$ cat src/rtl/wmoc_pkg.sv
package wmoc_pkg;

	localparam int MAX_SEGMENT = 4096;
	localparam int COUNT_WIDTH = 16;
	localparam int POS_WIDTH   = $clog2(MAX_SEGMENT);
	localparam int LEN_WIDTH   = 13;
	localparam int MIN_SEGMENT = 4;
	localparam int MAJORITY    = 3;

	localparam logic [LEN_WIDTH-1:0] LEN_RESET = LEN_WIDTH'(MAX_SEGMENT);

	typedef enum logic {
		REG_FILTER = 1'b0,
		REG_LENGTH = 1'b1
	} reg_idx_t;

	function automatic logic majority5(input logic [4:0] votes);
		logic [2:0] n;
		n = 3'($countones(votes));
		return n >= 3'(MAJORITY);
	endfunction

endpackage

$ cat src/rtl/window_majority_on_counter.sv
// Five-tap majority on-counter over column segments.
// Input channel (in_valid/in_ready) carries one neuron_on bit per item plus a
// last_item mark. Items are cut into segments of segment_length items, held to
// 4..4096; with filter_enable set a position counts when 3 of its 5-wide
// window are on, neighbors outside the segment counting as on. With the filter
// off each on bit counts. The saturating count is returned on the output
// channel (out_valid/out_ready, on_count) only for an item marked last_item.
// Throughput: one item per cycle unless stalled (see below); the window,
// position and counter update in the cycle an item is accepted.
// Latency: the result is valid the cycle after the last item is accepted,
// from a single output register. A stalled receiver holds the result there;
// while it waits in_ready stays low, so the input stalls until it is taken.
// Registers sit on the APB port: filter_enable at 0x0, segment_length at 0x4.
// Reset: filter on, segment length 4096, window, position and count cleared,
// no result pending.
module window_majority_on_counter (
	input  logic        clk,
	input  logic        arst_n,
	input  logic        psel,
	input  logic        penable,
	input  logic        pwrite,
	input  logic [2:0]  paddr,
	input  logic [31:0] pwdata,
	output logic [31:0] prdata,
	output logic        pready,
	input  logic        in_valid,
	output logic        in_ready,
	input  logic        neuron_on,
	input  logic        last_item,
	output logic        out_valid,
	input  logic        out_ready,
	output logic [15:0] on_count
);

	logic                                filter_q;
	logic [wmoc_pkg::LEN_WIDTH-1:0]      seg_len_q;
	logic [3:0]                          recent_q;
	logic [wmoc_pkg::POS_WIDTH-1:0]      pos_q;
	logic [wmoc_pkg::COUNT_WIDTH-1:0]    count_q;
	logic                                out_valid_q;
	logic [wmoc_pkg::COUNT_WIDTH-1:0]    on_count_q;

	logic                                accept;
	logic                                cfg_wr;
	wmoc_pkg::reg_idx_t                  reg_idx;
	logic [wmoc_pkg::POS_WIDTH-1:0]      last_pos;
	logic                                seg_end;
	logic [4:0]                          w;
	logic [6:0]                          e;
	logic                                dec_a, dec_b, dec_c;
	logic [1:0]                          amt;
	logic [wmoc_pkg::COUNT_WIDTH:0]      sum;
	logic [wmoc_pkg::COUNT_WIDTH-1:0]    count_nx;

	assign pready    = 1'b1;
	assign reg_idx   = wmoc_pkg::reg_idx_t'(paddr[2]);
	assign cfg_wr    = psel & penable & pwrite;
	assign in_ready  = ~out_valid_q | out_ready;
	assign accept    = in_valid & in_ready;
	assign out_valid = out_valid_q;
	assign on_count  = 16'(on_count_q);

	always_comb begin
		case (reg_idx)
			wmoc_pkg::REG_FILTER: prdata = {31'd0, filter_q};
			wmoc_pkg::REG_LENGTH: prdata = {{(32 - wmoc_pkg::LEN_WIDTH){1'b0}}, seg_len_q};
			default:              prdata = '0;
		endcase
	end

	// index of the final position in force
	always_comb begin
		if (seg_len_q < wmoc_pkg::LEN_WIDTH'(wmoc_pkg::MIN_SEGMENT))
			last_pos = wmoc_pkg::POS_WIDTH'(wmoc_pkg::MIN_SEGMENT - 1);
		else if (seg_len_q > wmoc_pkg::LEN_WIDTH'(wmoc_pkg::MAX_SEGMENT))
			last_pos = wmoc_pkg::POS_WIDTH'(wmoc_pkg::MAX_SEGMENT - 1);
		else
			last_pos = wmoc_pkg::POS_WIDTH'(seg_len_q - 1'b1);
	end

	assign seg_end = pos_q >= last_pos;
	assign w       = {recent_q, neuron_on};

	// e[k+2]: vote of the position k steps back from the current one
	always_comb begin
		e[0] = seg_end | (pos_q == last_pos - 1'b1);
		e[1] = seg_end;
		e[2] = w[0];
		for (int k = 1; k <= 4; k++)
			e[k+2] = (pos_q < wmoc_pkg::POS_WIDTH'(k)) ? 1'b1 : w[k];
	end

	always_comb begin
		dec_a = (pos_q >= wmoc_pkg::POS_WIDTH'(2)) && wmoc_pkg::majority5(e[6:2]);
		dec_b = (seg_end | last_item) && (pos_q >= wmoc_pkg::POS_WIDTH'(1))
			&& wmoc_pkg::majority5(e[5:1]);
		dec_c = (seg_end | last_item) && wmoc_pkg::majority5(e[4:0]);
		if (filter_q)
			amt = 2'(dec_a) + 2'(dec_b) + 2'(dec_c);
		else
			amt = {1'b0, neuron_on};
		sum = {1'b0, count_q} + (wmoc_pkg::COUNT_WIDTH + 1)'(amt);
		if (sum[wmoc_pkg::COUNT_WIDTH])
			count_nx = '1;
		else
			count_nx = sum[wmoc_pkg::COUNT_WIDTH-1:0];
	end

	always_ff @(posedge clk or negedge arst_n) begin
		if (!arst_n) begin
			filter_q    <= 1'b1;
			seg_len_q   <= wmoc_pkg::LEN_RESET;
			recent_q    <= '0;
			pos_q       <= '0;
			count_q     <= '0;
			out_valid_q <= 1'b0;
		end else begin
			if (cfg_wr) begin
				case (reg_idx)
					wmoc_pkg::REG_FILTER: filter_q  <= pwdata[0];
					wmoc_pkg::REG_LENGTH: seg_len_q <= pwdata[wmoc_pkg::LEN_WIDTH-1:0];
					default: ;
				endcase
			end
			if (accept) begin
				if (last_item || seg_end) begin
					recent_q <= '0;
					pos_q    <= '0;
				end else begin
					recent_q <= w[3:0];
					pos_q    <= pos_q + 1'b1;
				end
				count_q <= last_item ? '0 : count_nx;
			end
			if (accept && last_item)
				out_valid_q <= 1'b1;
			else if (out_ready)
				out_valid_q <= 1'b0;
		end
	end

	always_ff @(posedge clk) begin
		if (accept && last_item)
			on_count_q <= count_nx;
	end

endmodule
$ cat config.mk
export PLATFORM = sky130hd
export DESIGN_NAME = window_majority_on_counter
export DESIGN_NICKNAME = d
export VERILOG_FILES = /design/src/rtl/wmoc_pkg.sv /design/src/rtl/window_majority_on_counter.sv
export SDC_FILE = /design/constraint.sdc
export NUM_CORES = 1
export LEC_CHECK = 0
export BUFFER_PORTS_ARGS = -buffer_cell sky130_fd_sc_hd__buf_2
export CORE_UTILIZATION = 51
export DETAILED_ROUTE_END_ITERATION = 12
export PLACE_DENSITY_LB_ADDON = 0.1
export SLEW_MARGIN = 20
export SYNTH_ARGS = -nofsm -noshare
export SYNTH_HDL_FRONTEND = slang
export SYNTH_SLANG_ARGS = --single-unit
$ cat constraint.sdc
create_clock -name clk -period 8.7 [get_ports clk]
set_input_delay 0 -clock clk [delete_from_list [all_inputs] [get_ports clk]]
set_output_delay 0 -clock clk [all_outputs]
set_load 0.005 [all_outputs]
=== After elaboration in Yosys (flattened, before gate mapping) ===
Index checks and enable logic that the tools add are counted.

* $add $sub $neg: 17
* Magnitude comparators: 12
* Equality and inequality tests: 1
* Multiplexer cells: 14
* Bitwise operators: 8
* Reduce and logical (&&, ||, !) cells: 9

{| class="wikitable"
|+ Operator list
! cell !! count
|-
| one-hot mux 32 bit (2 select lines) || 1
|-
| two-way mux 12 bit || 3
|-
| two-way mux 16 bit || 2
|-
| less-than comparator 12 x 2 -> 1 bit, second input constant || 2
|-
| subtractor 12 x 1 -> 12 bit, second input constant || 2
|-
| adder 16 x 2 -> 17 bit || 1
|-
| greater-than comparator 13 bit, second input constant || 1
|-
| less-than comparator 13 x 3 -> 1 bit, second input constant || 1
|-
| adder 1 x 1 -> 2 bit || 6
|-
| adder 12 x 1 -> 12 bit, second input constant || 1
|-
| equality test 12 bit || 1
|-
| greater-or-equal comparator 12 x 1 -> 1 bit, second input constant || 1
|-
| greater-or-equal comparator 12 bit || 1
|-
| greater-or-equal comparator 12 x 2 -> 1 bit, second input constant || 1
|-
| less-than comparator 12 x 1 -> 1 bit, second input constant || 1
|-
| less-than comparator 12 x 3 -> 1 bit, second input constant || 1
|-
| adder 2 x 2 -> 3 bit || 3
|-
| adder 3 x 1 -> 3 bit || 3
|-
| greater-or-equal comparator 3 x 2 -> 1 bit, second input constant || 3
|-
| two-way mux 1 bit || 6
|-
| logical AND 1 bit || 5
|-
| two-way mux 4 bit || 1
|-
| AND reduction 2 bit || 2
|-
| bitwise AND 1 bit || 3
|-
| 6 further kinds || 9
|}

* Register bits after elaboration: 63
* Word-level logic and storage cells: 68

=== Depth between registers and ports, before layout ===
Gate-level depths: netlist of run 1.

* Depth in word-level cells: 16
* Depth in mapped cells: 35

=== Worst setup path before layout of run 1 ===
No wires, ideal clock.

* Path type: register to register
* From: register seg_len_q[4] (netlist name)
* To: register count_q[9] (netlist name)
* Setup time: 0.065 ns
* Arrival: 8.211 ns
* Path slack: 0.424 ns
* Cell stages (with the launch flop): 36
* Buffers on the path: 5
* Cell sequence: dfrtp_1 -> buf_2 -> or4_1 -> clkbuf_1 -> buf_2 -> nor4_1 -> clkbuf_1 -> a31oi_1 -> inv_1 -> ha_1 -> a21o_1 -> a21o_1 -> a221oi_1 -> o31ai_1 -> or4_1 -> nor4_1 -> nand4_1 -> a2111oi_2 -> ha_1 -> ha_1 -> fa_1 -> a21o_1 -> nand2_1 -> fa_1 -> a21oi_1 -> ha_1 -> inv_1 -> fa_1 -> nor3_1 -> and2_1 -> nor2b_1 -> and3_1 -> nand3_1 -> clkbuf_1 -> a21oi_1 -> o22a_1

* Word-level cells in the longest chain between the ends: 16
* Elaborated cells on any way between the ends: 27
* Classes of those cells: add/sub (11); order compare (5); eq/ne (1); mux (5); bitwise (2); reduce/logical (3)

{| class="wikitable"
|+ Ends and longest elaborated chain
! what !! line !! text
|-
| start, declared || window_majority_on_counter.sv:36 || <nowiki>logic [wmoc_pkg::LEN_WIDTH-1:0] seg_len_q;</nowiki>
|-
| start signal, assigned || window_majority_on_counter.sv:112 || <nowiki>seg_len_q <= wmoc_pkg::LEN_RESET;</nowiki>
|-
| start signal, assigned || window_majority_on_counter.sv:121 || <nowiki>wmoc_pkg::REG_LENGTH: seg_len_q <= pwdata[wmoc_pkg::LEN_WIDTH-1:0];</nowiki>
|-
| subtractor 12 x 1 -> 12 bit / greater-than comparator 13 bit (equally long branches) || window_majority_on_counter.sv:78, window_majority_on_counter.sv:75 ||
|-
| two-way mux 12 bit || window_majority_on_counter.sv:75 || <nowiki>else if (seg_len_q > wmoc_pkg::LEN_WIDTH'(wmoc_pkg::MAX_SEGMENT))</nowiki>
|-
| two-way mux 12 bit (*) || window_majority_on_counter.sv:73 || <nowiki>if (seg_len_q < wmoc_pkg::LEN_WIDTH'(wmoc_pkg::MIN_SEGMENT))</nowiki>
|-
| subtractor 12 x 1 -> 12 bit || window_majority_on_counter.sv:86 || <nowiki>e[0] = seg_end | (pos_q == last_pos - 1'b1);</nowiki>
|-
| equality test 12 bit || window_majority_on_counter.sv:86 ||
|-
| OR 1 bit || window_majority_on_counter.sv:86 ||
|-
| adder 1 x 1 -> 2 bit (not written as such) || wmoc_pkg.sv:19 || <nowiki>n = 3'($countones(votes));</nowiki>
|-
| adder 2 x 2 -> 3 bit (not written as such) || wmoc_pkg.sv:19 ||
|-
| adder 3 x 1 -> 3 bit (not written as such) || wmoc_pkg.sv:19 ||
|-
| greater-or-equal comparator 3 x 2 -> 1 bit || wmoc_pkg.sv:20 || <nowiki>return n >= 3'(MAJORITY);</nowiki>
|-
| logical AND 1 bit || window_majority_on_counter.sv:97 || <nowiki>dec_c = (seg_end | last_item) && wmoc_pkg::majority5(e[4:0]);</nowiki>
|-
| adder 2 x 1 -> 2 bit (*) || window_majority_on_counter.sv:99 || <nowiki>amt = 2'(dec_a) + 2'(dec_b) + 2'(dec_c);</nowiki>
|-
| two-way mux 2 bit (*) || window_majority_on_counter.sv:98 || <nowiki>if (filter_q)</nowiki>
|-
| adder 16 x 2 -> 17 bit (*) || window_majority_on_counter.sv:102 || <nowiki>sum = {1'b0, count_q} + (wmoc_pkg::COUNT_WIDTH + 1)'(amt);</nowiki>
|-
| two-way mux 16 bit (*) || window_majority_on_counter.sv:103 || <nowiki>if (sum[wmoc_pkg::COUNT_WIDTH])</nowiki>
|-
| two-way mux 16 bit (*) || window_majority_on_counter.sv:133 || <nowiki>count_q <= last_item ? '0 : count_nx;</nowiki>
|-
| end signal, assigned || window_majority_on_counter.sv:133 ||
|-
| end, declared || window_majority_on_counter.sv:39 || <nowiki>logic [wmoc_pkg::COUNT_WIDTH-1:0] count_q;</nowiki>
|}

Every way passes the cells marked *; elsewhere a longest branch is shown, timed or not.
A chain may end at the register's enable or synchronous reset.

=== Worst setup path after layout of run 1 ===
* From: register seg_len_q[9] (netlist name)
* To: register count_q[9] (netlist name)

Same word-level chain as after synthesis.

==> metrics.yaml, run 1 <==
status: "finished with violations"
violations: "design-rule violations"
dp.cells: 666
drive_gt1_share_pct: 22.2
p_total_mw: 1.05
nets: 659
synth_warnings: 0
r2r_slack_ps: 400
core_um2: 8810
htree_levels: 3
grt_pass1_vias: 3967
die_y_um: 98.0
clockRootBuffer: "clkbuf_8"
clock-skew-final_ps: 10.8
finalCritPeriodShare_pct: 95.4
crit_buf_inv: 3
ios: 95
cts.sinks: 63
slowest_stage: "or4_1"
setup_viol: 0
postSynthCellCount: 513
hold_viol: 0
crit_top_cell: "ha_1"
finalWirelength_mm: 11.0
clkLatencyLatePin_ps: 340
grt_max_degree: 31
synthArstFlopShare_pct: 74.6
worst_pin_slew_ps: 681
dp_hpwl_mm: 7.86
yosys.area_share.simple_pct: 23.9
die_w_um: 98.0
muxShareOfSynthArea_pct: 4.02
fmax_mhz: 121
finalCriticalPeriod_ps: 8300
grtUsageTotal_pct: 24.4
rr_endpoint: "count_q[9]"
synthAdderAreaFrac_pct: 9.38
cp_top_family: "simple AND/OR/NAND/NOR gates"
fillers: 777
critPathKind: "reg2reg"
synth-xor-area-share_pct: 5.22
row_count: 34
grt_pass1_wl_mm: 19.0
ys_types: 61
drtIter0Drc: 176
startpoint: "seg_len_q[9]"
gp_congestion: 0.863
hp-class: "in2reg"
synth_edf_count: 16
start_util_pct: 53.3
slew_headroom_pct: 54.5
synth_compound_area_share_pct: 14.8
end_kind: "flop"
required_ps: 8980
ff2ff_path_depth: 30
critPathArrivalTime_ps: 8580
drt-pass1-iter-count: 9
overflow: 0
synth_seq_cells: 63
io_buffer_count: 53
drc_errors: 6
reg2reg_from: "seg_len_q[9]"
cts_buffers: 9
p_leak_nw: 2.53
cts_tree: "done"
synth_common_cells: "nand2_1, dfrtp_1, nor2_1"
syn_area_um2: 4700
ir_drop_uv: 125
syn_avg_cell_area_um2: 9.15
synth_top_cell_area_share_pct: 24.0
vias: 3972
ant_nets: 0
antenna_found_initial: 0
finalCoreUtilization_pct: 62.4
drv_cap: 0
yosys-top-cells-area: "dfrtp_1, edfxtp_1, ha_1"
power_density_nw_per_um2: 191
clock_path_buffers: 2
holdWs_ps: 6.81
yosysTopAreaCell: "dfrtp_1"
synth_flop_cell: "dfrtp_1"
cp_max_fo: 15
yosysMostFrequentCell: "nand2_1"
wl_per_cell_um: 15.7
crit_cells: 30
synth_top_family_by_area: "simple AND/OR/NAND/NOR gates"
slew_viol_final: 0
yosysSeqAreaShare_pct: 35.3
startpoint_type: "flop"
die_area_um2: 9600
viasPerCell: 5.70
clk_pin_slew_ps: 80
final_cells: 697
diodes: 0
area_delta_synth_final_pct: 17.0
max_stage_delay_ps: 660
endpoint: "count_q[9]"
-- cell usage in the layout, fill, tap and decap left out, drive strengths merged, types with 16 or more instances in the layout --
master  instances
dfrtp          45
nand2          55
nor3           16
buf            74
ha             24
nand3          17
inv            21
o21ai          25
conb           20
nor2           32
edfxtp         16
-- layer usage --
metal | global-route usage [%] | wire, um
met1 | 31.9 | 4870
met2 | 41.5 | 5550
met3 | 3.36 | 472
met4 | 8.04 | 82
met5 | 0 | 0
-- final cells by class --
| class | instances | area, um2 | area share (%) |
|---|---|---|---|
| repair buffers | 89 | 586 | 10.7 |
| well taps | 108 | 135 | 2.46 |
| inverters | 18 | 67.6 | 1.23 |
| clock buffers | 9 | 124 | 2.26 |
| flip-flops and latches | 63 | 1660 | 30.2 |
| clock inverters | 7 | 103 | 1.87 |
| multi-input cells | 403 | 2820 | 51.3 |
-- flip-flops by register name (all words and copies together), names as in the netlist --
signal,flops
out_valid,1
seg_len_q,13
count_q,16
recent_q,4
on_count,16
pos_q,12
filter_q,1
-- kinds of logic (layout without fill, tap and decap cells) --
group	count (synthesis)	count (layout)
muxes	17	17
other	2	20
DFF	63	63
buffers and inverters	65	123
AOI/OAI and AO/OA	98	98
xor gates and xnor gates	28	28
adders and majority gates	31	31
and+or+nand+nor	209	209
-- metrics by stage --
stage | area [um2] | setup TNS [ps] | worst slack, ps
after floorplan | 4760 | 0 | 424
after global placement | 5040 | 0 | 311
after detailed placement | 5060 | 0 | 180
after CTS | 5440 | 0 | 106
after global routing | 5490 | -19.7 | -17.4
final | 5490 | 0 | 402
-- what timing repair did --
item,CTS,global route
setup endpoints to repair,0,32
setup buffers,0,0
resized for setup,0,9
hold endpoints to repair,60,0
hold buffers,15,0
-- worst min-delay path, delay by kind of cell --
family / cells / cell delay, ps
buffers and inverters: 1 / 70
and+or+nand+nor: 1 / 130
AOI/OAI and AO/OA: 1 / 90
-- power by group --
group / internal [mW] / switching (mW) / total, mW
logic: 0.174 / 0.211 / 0.385
clock network: 0.165 / 0.130 / 0.295
registers: 0.337 / 0.0337 / 0.370
total: 0.675 / 0.375 / 1.05
-- how the worst min path moves through the flow --
stage	startpoint	to	depth (start not counted)
after global routing	last_item	count_q[9]	3
after floorplan	arst_n	count_q[0]	0
after global placement	pwdata[12]	seg_len_q[12]	2
after detailed placement	arst_n	out_valid	1
final	out_ready	out_valid	3
after CTS	out_ready	out_valid	3
(Power assumes the default switching activity.)
==> run 2: changes to the inputs <==
CORE_UTILIZATION = 45   (was 51)
PLACE_DENSITY_LB_ADDON = 0.15   (was 0.1)
==> run 2 against run 1 <==
  * The run now ends clean
  * Global-route usage is 3.5 points lower
  * Clock power is 2% lower
  * Final area is 1.2% higher
  * Sequential share of layout area is 0.35 points lower
  * Critical path type unchanged
==> metrics.yaml, run 2 (synthesis gave the netlist of run 1 again) <==
drt-pass1-iter-count: 5
finalCoreUtilization_pct: 55.8
seq_area_um2: 1660
start_util_pct: 47.2
grt_max_degree: 48
hold_viol: 0
slowest_stage: "or4_1"
dp_hpwl_mm: 7.95
stdcell_area_um2: 5560
busiest_layer: "met2"
viasPerCell: 5.43
setup_viol: 0
dp.cells: 694
ir_drop_uv: 109
postCtsSetupRepairBufs: 0
ios: 95
multi_input_area_um2: 2830
gp_congestion: 0.896
finalCriticalPeriod_ps: 8120
ant_nets: 0
status: "finished clean"
drv_cap: 0
finalWirelength_mm: 10.7
clock-skew-final_ps: 7.51
p_leak_nw: 2.56
rsz0062_at_grt: "false"
die_area_um2: 10800
critPathKind: "reg2reg"
place_area_um2: 5120
cts_buffers: 9
required_ps: 8980
core_um2: 9950
use_met1_pct: 26.4
finalSetupTns_ps: 0
clk_pin_slew_ps: 70
finalCritPeriodShare_pct: 93.3
grtUsageTotal_pct: 20.8
end_kind: "flop"
crit_top_cell: "ha_1"
cts.sinks: 63
wl_per_cell_um: 14.8
clkLatencyLatePin_ps: 340
place_ws_ps: 35.3
cts_tree: "done"
fmax_mhz: 123
final_cells: 725
holdWs_ps: 14.4
nets: 662
final_common_cell: "nand2_1"
worst_pin_slew_ps: 1050
grt_pass1_wl_mm: 18.4
grt_util_met3_pct: 3.95
hp-class: "in2reg"
mostFrequentLayoutCells: "nand2_1, buf_2, dfrtp_1"
slew_headroom_pct: 29.9
drtIter0Drc: 196
fillers: 924
overflow: 0
clock_path_buffers: 2
grt_pass1_vias: 3869
area_delta_synth_final_pct: 18.3
startpoint_type: "flop"
setup_ws_ps: 581
drc_errors: 0
critPathArrivalTime_ps: 8400
die_y_um: 104
vias: 3939
grt_use_met2_pct: 35.3
io_buffer_count: 53
cp_max_fo: 17
htree_levels: 3
row_count: 36
clockRootBuffer: "clkbuf_8"
die_w_um: 104
slew_viol_final: 0
power_density_nw_per_um2: 190
antenna_found_initial: 0
p_total_mw: 1.05
drive_gt1_share_pct: 22.5
max_stage_delay_ps: 670
diodes: 0
run 2: cell count changes in the layout (fill, tap and decap cells not counted), sizes merged:
| cell | change |
|---|---|
| buf | +3 |
| clkinvlp | -1 |
| clkinv | +2 |
| inv | -1 |
run 2: path summary, 6_finish.rpt:
check | from | to | slack, ps | depth (start not counted)
worst max-delay path | seg_len_q[9] | count_q[9] | 580 | 30
worst min-delay path | last_item | out_valid | 10 | 3
worst max register to register | seg_len_q[9] | count_q[9] | 580 | 30
worst min register to register | recent_q[3] | recent_q[3] | 490 | 2
max in group asynchronous | arst_n | pos_q[4] | 8070 | 2
min in group asynchronous | arst_n | count_q[7] | 200 | 2
run 2: area by class of cell:
| class | count | area share (%) |
|---|---|---|
| Clock buffer | 9 | 2.23 |
| Clock inverter | 7 | 1.87 |
| Inverter | 18 | 1.22 |
| Multi-Input combinational cell | 403 | 50.8 |
| Sequential cell | 63 | 29.9 |
| Tap cell | 133 | 2.99 |
| Timing Repair Buffer | 92 | 11.0 |
run 2: power by group:
part / leakage (nW) / switching (mW) / internal [mW]
clock: 0.114 / 0.125 / 0.165
combinational: 1.67 / 0.218 / 0.182
sequential: 0.768 / 0.0277 / 0.337
run 2: layer usage:
layer	routed length (um)	vias to the layer above
li1	-	1944
met4	178	0
met1	4790	1898
met5	0	-
met2	5300	82
met3	462	15
run 2: worst max-delay path: cells and delay by family (launching register included):
family | cells | cell delay, ps
AND/OR/NAND/NOR | 12 | 3420
adder cells (fa/ha/maj) | 7 | 2310
AO/OA/AOI/OAI | 8 | 1350
buffers and inverters | 3 | 470
flip-flops | 1 | 460
run 2: what timing repair did:
action / in CTS / in global routing
hold buffers: 15 / 0
hold endpoints to repair: 60 / 0
endpoints found under the setup margin: 0 / 32
gates resized for setup: 0 / 9
==> run 3: changes to the inputs <==
CELL_PAD_IN_SITES_DETAIL_PLACEMENT = 1   (was not set)
CELL_PAD_IN_SITES_GLOBAL_PLACEMENT = 1   (was not set)
CORE_UTILIZATION = 38   (was 45)
==> run 3 against run 2 <==
  * Register-to-register slack got worse by 90 ps
  * Sequential share of layout area decreased by 0.53 points
  * Global-route usage increased by 0.94 points
  * Core utilization decreased by 8.7 points
  * Clock-buffer cell count increased by 1
  * Routed wire length increased by 18%
  * Flip-flop and latch count unchanged
  * Die area increased by 18%
  * First-iteration DRC count increased by 6.6%
  * Worst hold slack improved by 11 ps
  * Sequential power increased by 1%
  * Highest routed layer unchanged
==> metrics.yaml, run 3 (synthesis gave the netlist of run 1 again) <==
clockRootBuffer: "clkbuf_16"
rsz0062_at_grt: "false"
start_util_pct: 39.1
p_leak_nw: 2.59
clock-skew-final_ps: 5.67
dp_hpwl_mm: 9.22
htree_levels: 3
clkLatencyLatePin_ps: 340
cts_tree: "done"
p_total_mw: 1.15
slew_headroom_pct: 51.6
crit_cells: 31
hold_viol: 0
fmax_mhz: 122
ff2ff_path_depth: 31
overflow: 0
ios: 95
finalCriticalPeriod_ps: 8210
final_common_cell: "nand2_1"
finalSetupTns_ps: 0
area_delta_synth_final_pct: 20.5
required_ps: 8980
hp-class: "in2reg"
slowest_stage: "or4_4"
die_w_um: 113
wl_per_cell_um: 17.1
crit_buf_inv: 3
ir_drop_uv: 98.8
die_area_um2: 12800
core_um2: 12000
mostFrequentLayoutCells: "nand2_1, buf_2, dfrtp_1"
grt_pass1_vias: 4391
slew_viol_final: 0
whs_path_depth: 3
drt-pass1-iter-count: 6
seq_area_um2: 1660
vias: 4020
drtIter0Drc: 209
finalCritPeriodShare_pct: 94.3
drc_errors: 0
io_buffer_count: 53
postCtsSetupRepairBufs: 0
ant_nets: 0
nets: 664
finalWirelength_mm: 12.7
critPathArrivalTime_ps: 8490
grt_pass1_wl_mm: 21.8
viasPerCell: 5.43
max_stage_delay_ps: 610
grt_max_degree: 48
gp_congestion: 0.863
clock_path_buffers: 2
critPathKind: "reg2reg"
grtUsageTotal_pct: 21.8
clk_pin_slew_ps: 50
drv_cap: 0
setup_viol: 0
cts_buffers: 9
row_count: 40
worst_pin_slew_ps: 725
power_density_nw_per_um2: 204
die_y_um: 113
cts.sinks: 63
diodes: 0
end_kind: "flop"
fillers: 1419
antenna_found_initial: 0
crit_top_cell: "ha_1"
drive_gt1_share_pct: 22.7
startpoint_type: "flop"
status: "finished clean"
multi_input_area_um2: 2820
cp_top_family: "simple AND/OR/NAND/NOR gates"
cp_max_fo: 15
==> run 3: cell count changes in the layout (fill, tap and decap cells not counted), sizes merged <==
| cell | previous run | this run |
|---|---|---|
| clkbuf | 9 | 10 |
| buf | 77 | 79 |
| clkinvlp | 0 | 1 |
| inv | 20 | 18 |
==> run 3: worst paths after layout <==
path / from / to / slack (ps)
max: seg_len_q[6] / count_q[9] / 490
min: out_ready / out_valid / 30
max reg2reg: seg_len_q[6] / count_q[9] / 490
min reg2reg: recent_q[3] / recent_q[3] / 480
max in group asynchronous: arst_n / pos_q[5] / 7940
min in group asynchronous: arst_n / seg_len_q[8] / 310
==> run 3: worst register-to-register path: cells and delay by family, from the launching register on <==
family                     cells  cell delay (ps)
DFF                            1              370
and+or+nand+nor               11             3030
adders and majority gates      7             2350
buffers and inverters          3              350
AOI/OAI and AO/OA             10             2070
==> run 3: area by class of cell <==
type	count	share of cell area [%]
Clock buffer	10	4.05
Multi-Input combinational cell	403	49.9
Timing Repair Buffer	94	10.8
Clock inverter	6	1.50
Tap cell	147	3.25
Inverter	18	1.19
Sequential cell	63	29.3
==> run 3: layer usage <==
metal	routed length, um	GRT usage, %	up-vias
li1	-	-	1950
met3	343	4.61	17
met5	0	0	-
met4	212	7.46	0
met2	6440	38.1	53
met1	5670	26.6	2000
==> run 3: through the flow <==
step                instances  worst slack (ps)  cell area [um2]  utilization [%]  hold WS [ps]
CTS                       741              32.5             5600             46.6          26.3
global placement          710               251             5140             42.8           155
detailed placement        710              76.3             5140             42.8           165
floorplan                 531               424             4760                -          -296
global route              741             0.892             5660             47.1          77.9
finish                    741               493             5660             47.1          25.7
==> run 3: timing repair <==
| action | in CTS | in global routing |
|---|---|---|
| endpoints found under the hold margin | 60 | 0 |
| gates resized for setup | 0 | 11 |
| setup endpoints to repair | 0 | 32 |
| hold buffers | 15 | 0 |
==> run 3: report_power, final <==
group | switching, mW | leakage (nW) | internal [mW]
combinational | 0.223 | 1.67 | 0.180
clock | 0.134 | 0.150 | 0.250
sequential | 0.0304 | 0.768 | 0.337
total | 0.388 | 2.59 | 0.767
